<file path="src/hdl/tce_pkg.sv">
// ----------------------------------------------------------------------------
// tce_pkg
// Shared types and field widths for the Toffoli cascade evaluator.
// ----------------------------------------------------------------------------
package tce_pkg;

	localparam int WORD_W = 16;
	localparam int SLOT_W = 6;
	localparam int TGT_W  = 4;
	localparam int CFG_W  = 7;

	typedef enum logic {
		MODE_LOAD = 1'b0,
		MODE_EVAL = 1'b1
	} mode_t;

	typedef struct packed {
		mode_t              mode;
		logic [SLOT_W-1:0]  slot;
		logic [TGT_W-1:0]   target;
		logic [WORD_W-1:0]  controls;
		logic [WORD_W-1:0]  word;
	} item_t;

endpackage

</file>
<file path="src/hdl/tce_stage.sv">
// ----------------------------------------------------------------------------
// tce_stage
// One cascade position: holds the gate of slot IDX, captures it when a
// load word passes, and applies it to evaluate words if IDX < active_gates.
// ----------------------------------------------------------------------------
module tce_stage import tce_pkg::*; #(
	parameter int IDX       = 0,
	parameter int NUM_LINES = 16
) (
	input  logic             clk,
	input  logic             arst_n,
	input  logic             en,
	input  logic [CFG_W-1:0] active_gates,
	input  logic             in_valid,
	input  item_t            in_item,
	output logic             out_valid,
	output item_t            out_item
);

	localparam logic [WORD_W-1:0] LINE_MASK = (NUM_LINES >= WORD_W) ? {WORD_W{1'b1}} :
		WORD_W'((64'd1 << NUM_LINES) - 64'd1);

	logic              valid_s1;
	item_t             item_s1;
	logic [TGT_W-1:0]  gate_tgt_q;
	logic [WORD_W-1:0] gate_ctl_q;
	logic              gate_on;
	logic              fire;
	logic              load_hit;
	item_t             item_d;

	always_comb begin
		gate_on  = IDX < int'(active_gates);
		fire     = (in_item.mode == MODE_EVAL) && gate_on &&
			((in_item.word & gate_ctl_q) == gate_ctl_q);
		load_hit = in_valid && (in_item.mode == MODE_LOAD) && (int'(in_item.slot) == IDX);
		item_d   = in_item;
		if (fire) begin
			item_d.word = (in_item.word ^ (WORD_W'(1) << gate_tgt_q)) & LINE_MASK;
		end
	end

	always_ff @(posedge clk or negedge arst_n) begin
		if (!arst_n) begin
			valid_s1 <= 1'b0;
		end else if (en) begin
			valid_s1 <= in_valid;
		end
	end

	always_ff @(posedge clk) begin
		if (en) begin
			item_s1 <= item_d;
			if (load_hit) begin
				gate_tgt_q <= in_item.target;
				gate_ctl_q <= in_item.controls;
			end
		end
	end

	assign out_valid = valid_s1;
	assign out_item  = item_s1;

endmodule

</file>
<file path="config.mk">
export PLATFORM = sky130hd
export DESIGN_NAME = tce_stage
export DESIGN_NICKNAME = d
export VERILOG_FILES = /design/src/hdl/tce_pkg.sv /design/src/hdl/tce_stage.sv
export SDC_FILE = /design/constraint.sdc
export NUM_CORES = 1
export LEC_CHECK = 0
export BUFFER_PORTS_ARGS = -buffer_cell sky130_fd_sc_hd__buf_2
export CORE_MARGIN = 2
export CORE_UTILIZATION = 48
export CTS_CLUSTER_DIAMETER = 80
export DETAILED_ROUTE_END_ITERATION = 8
export HOLD_SLACK_MARGIN = 0.02
export PLACE_DENSITY_LB_ADDON = 0.3
export SLEW_MARGIN = 20
export SYNTH_ARGS = -nofsm -noshare
export SYNTH_HDL_FRONTEND = slang
export SYNTH_SLANG_ARGS = --single-unit
</file>
<file path="constraint.sdc">
create_clock -name clk -period 1.9 [get_ports clk]
set_input_delay 0.285 -clock clk [delete_from_list [all_inputs] [get_ports clk]]
set_output_delay 0.285 -clock clk [all_outputs]
set_load 0.005 [all_outputs]
</file>
==> Yosys cells after proc, flatten, opt, wreduce, memory -nomap -nowiden <==
Index checks and enable logic that the tools add are counted.
{ "totals": {"output_inout_bits": 44, "word_cells": 21, "reg_bits": 64} }
{ "op_classes": {"eq_ne": 1, "reduce_logical": 6, "bitwise": 3, "shift": 1, "magnitude_cmp": 1, "muxes": 1} }
{ "ops": {"columns": ["op", "count"], "rows": [
  ["$and 16x16->16", 1],
  ["$eq 16x16->1", 1],
  ["$mux 16", 1],
  ["$shl 1x4->16 const A", 1],
  ["$xor 16x16->16", 1],
  ["$lt 1x7->1 const A", 1],
  ["$logic_not 6->1", 1],
  ["$logic_and 1x1->1", 4],
  ["$reduce_and 2->1", 1],
  ["$not 1->1", 1]
]} }

==> Longest topological paths before layout <==
{ "depth": {"word_depth": 4, "depth_mapped": 6, "depth_no_buf": 5} }

==> Least setup slack after synthesis <==
No wires, ideal clock.
{ "synth_timing": {"path_type": "input to register", "start": "input port in_item[36] (netlist name)", "end": "register gate_ctl_q[0] (enable)", "slack_ns": -1.345, "required_ns": 1.445, "arrival_ns": 2.790, "stages": 3, "path_buffers": 0, "setup_time_ns": 0.455, "cell_sequence": "nor4_1 nand3b_1 nor4b_1"} }
{ "synth_via": {"elab_chain_cells": 3} }
{ "synth_lines": {"columns": ["item", "line_no", "rtl"], "rows": [
  ["start: declaration", "tce_stage.sv:15", "input item_t in_item,"],
  ["$logic_not 6->1", "tce_stage.sv:36", "load_hit = in_valid && (in_item.mode == MODE_LOAD) && (int'(in_item.slot) == IDX);"],
  ["$logic_and 1x1->1", "tce_stage.sv:36", null],
  ["$reduce_and 2->1 (no line)", null, null],
  ["end signal: assignment", "tce_stage.sv:56", "gate_ctl_q <= in_item.controls;"],
  ["end: declaration", "tce_stage.sv:26", "logic [WORD_W-1:0] gate_ctl_q;"]
]} }
Every way passes these cells.
A chain may end at the register's enable or synchronous reset.

==> metrics.cfg <==
[finish]
most_frequent_standard_cell_in_the_layout_excluding_fill_and_tap_cells=sky130_fd_sc_hd__buf_2
fillerInstances=403
layout_common_cells=sky130_fd_sc_hd__buf_2, sky130_fd_sc_hd__edfxtp_1, sky130_fd_sc_hd__nand4_1, sky130_fd_sc_hd__xnor2_1, sky130_fd_sc_hd__inv_1
drive_gt1_share_pct=50.2
synthToLayoutAreaGrowth_pct=36.0
stdcell_area_um2=3330
antennaDiodeCount=0
finish.net_count=302

[yosys]
net_count_after_synthesis=191
synth_seq_cells=64
synth.top_cell.area_share_pct=77.2
syn_avg_cell_area_um2=17.9
count_of_cell_types_in_the_netlist=21
yosys-top-cells-area=sky130_fd_sc_hd__edfxtp_1, sky130_fd_sc_hd__xnor2_1, sky130_fd_sc_hd__nand4_1
netlist_instances=137
synth_area_um2=2450
post-synth-top-area-cell=sky130_fd_sc_hd__edfxtp_1
synth_sequential_area_ratio_pct=78.2
yosysWarningCount=0

[die]
fp.dieArea_um2=5690
dieWidth_um=75.5
floorplan.io_pins=98
rows=26
initial_utilization_pct=48.9
die_height_um=75.5
fp.coreArea_um2=5010

[global_routing]
overflow=0
antenna_found_initial=0
track_usage_pct=17.8
grt_pass1_vias=1469
grt_pass1_wl_mm=7.00
grt_start_max_net_pins=45

[sta]
achievable-frequency_ghz=0.608
slew_violations=0
layout_setup_ws_ps=255
whs_ps=133
rsz0062_at_grt=false
number_of_setup_violations_in_the_final_report=0
timing.slew.headroom_pct=75.4
final.period_utilization_pct=86.6
finClkSkew_ps=7.39
tightest_slew_ps=368
timing_hold_violations_final=0
min_period_ps=1640

[critical_path]
worstSetupStartpointType=flop
critPathCaptureType=flop
worstPathMaxFanout=16
timing.critical_path.to=out_item[2]
reg2reg_from=gate_ctl_q[13]
worst-setup-path-type=reg2reg
timing.rr.end=out_item[2]
worstPathArrival_ps=1730
register_to_register_setup_slack_ps=260
r2r_cells=6
crit_path_start=gate_ctl_q[13]
timing.critical_path.required_ps=1980

[pwr]
power.static_leakage_nw=1.33
power_density_nw_per_um2=972
overall_power_of_the_completed_layout_mw=3.24
ir_worst_vdd_mv=0.617

[cts]
cts_repair_resize_count=0
clockRootBuffer=sky130_fd_sc_hd__clkbuf_8
clock_pin_transition_on_the_worst_setup_and_hold_timing_paths_ps=70
clock_tree_sinks=64
insertion_delay_ps=340
clock_tree.buffer_depth=2
cts_made_buffers=9
clock_tree.htree_level_count=3
cts_tree=done

[drt]
routedWlPerCell_um=14.8
drc=0
detail_route.first_pass.iterations=4
detail_route.wirelength_mm=4.78
via_count=1556
detail_route.vias_per_cell=4.82
drt-initial-drc-count=93
final_antenna_net_count=0

[flow_run]
max_cap_viol_count=0

[placement]
worst_setup_slack_before_clock_tree_synthesis_ps=-119
numPortBuffers=97
placedInstanceArea_um2=3070
hpwl_mm=3.37
gpl.final_weighted_congestion=0.697

[outcome]
outcome=completed

[worst_hold_path]
class_of_the_most_critical_hold_timing_path=in2reg
hold_depth=1

## Yosys cell counts
cell type,number
sky130_fd_sc_hd__mux2_2,1
sky130_fd_sc_hd__buf_2,1
sky130_fd_sc_hd__and2b_2,2
sky130_fd_sc_hd__o22ai_1,5
sky130_fd_sc_hd__nor4_1,1
sky130_fd_sc_hd__nand3b_1,1
sky130_fd_sc_hd__nand2b_1,3
sky130_fd_sc_hd__xnor2_1,16
sky130_fd_sc_hd__o221ai_1,1
sky130_fd_sc_hd__edfxtp_1,63
sky130_fd_sc_hd__nor2b_1,2
sky130_fd_sc_hd__and2_2,2
sky130_fd_sc_hd__nor4_4,3
sky130_fd_sc_hd__nor4b_1,1
sky130_fd_sc_hd__o2111ai_1,1
sky130_fd_sc_hd__or4_4,1
sky130_fd_sc_hd__dfrtp_1,1
sky130_fd_sc_hd__buf_6,1
sky130_fd_sc_hd__inv_1,13
sky130_fd_sc_hd__nor2_1,2
sky130_fd_sc_hd__nand4_1,16
## report_power, final
part	switching, mW	total [mW]	internal [mW]
combinational	0.108	0.223	0.115
clock	0.504	1.37	0.862
sequential	0.0176	1.65	1.64
## timing repair
| item | in CTS | in global routing |
|---|---|---|
| hold buffers | 1 | 0 |
| buffers inserted | 1 | 0 |
| setup endpoints to repair | 16 | 0 |
| endpoints found under the hold margin | 1 | 0 |
## logic make-up (layout without fill, tap and decap cells)
logic type | Yosys count | count (layout) | synth area share [%]
muxes | 1 | 1 | 0.459
buffers and inverters | 15 | 131 | 2.65
AOI/OAI and AO/OA | 7 | 7 | 1.99
and+or+nand+nor | 34 | 34 | 11.0
xor gates and xnor gates | 16 | 16 | 5.72
DFF | 64 | 64 | 78.2
## state kept, by name (all words and copies together), names as in the netlist
name        flops
gate_tgt_q      4
out_valid       1
gate_ctl_q     16
out_item       43
## worst max-delay path: stages (launching register included)
cell                       delay, ps
sky130_fd_sc_hd__edfxtp_1        380
sky130_fd_sc_hd__inv_1            60
sky130_fd_sc_hd__o221ai_1        200
sky130_fd_sc_hd__nor4_4          300
sky130_fd_sc_hd__buf_12          180
sky130_fd_sc_hd__nand4_1         110
sky130_fd_sc_hd__xnor2_1         160
## cell type report
| type | count | area (um2) | share of cell area [%] |
|---|---|---|---|
| clock buffer | 9 | 124 | 3.71 |
| multi-input combinational | 58 | 484 | 14.5 |
| clock inverter | 7 | 110 | 3.30 |
| tap | 70 | 87.6 | 2.63 |
| inverter | 13 | 48.8 | 1.46 |
| timing repair buffer | 102 | 563 | 16.9 |
| sequential | 64 | 1920 | 57.5 |
## per-stage QoR
step           setup TNS (ps)  std cells  utilization (%)
5_1_grt                     0        323             66.6
3_3_place_gp             -350        305             61.3
2_1_floorplan               0        137                -
6_report                    0        323             66.6
3_5_place_dp            -1190        305             61.3
4_1_cts                     0        323             66.6
## how the worst min path moves through the flow
stage                        end         from
floorplan              out_valid       arst_n
global placement       out_valid       arst_n
detailed placement     out_valid       arst_n
CTS                 out_item[21]  in_item[21]
global route        out_item[21]  in_item[21]
finish              out_item[21]  in_item[21]
## routing by layer
metal | vias up | part of all wire [%] | track usage [%]
met4 | 0 | 1.5 | 8.77
met2 | 64 | 50 | 26.8
met1 | 730 | 40 | 22.5
li1 | 751 | - | -
met5 | - | 0 | 0
met3 | 11 | 7.9 | 7.28
Note: power is estimated with default switching activity, not from simulation.
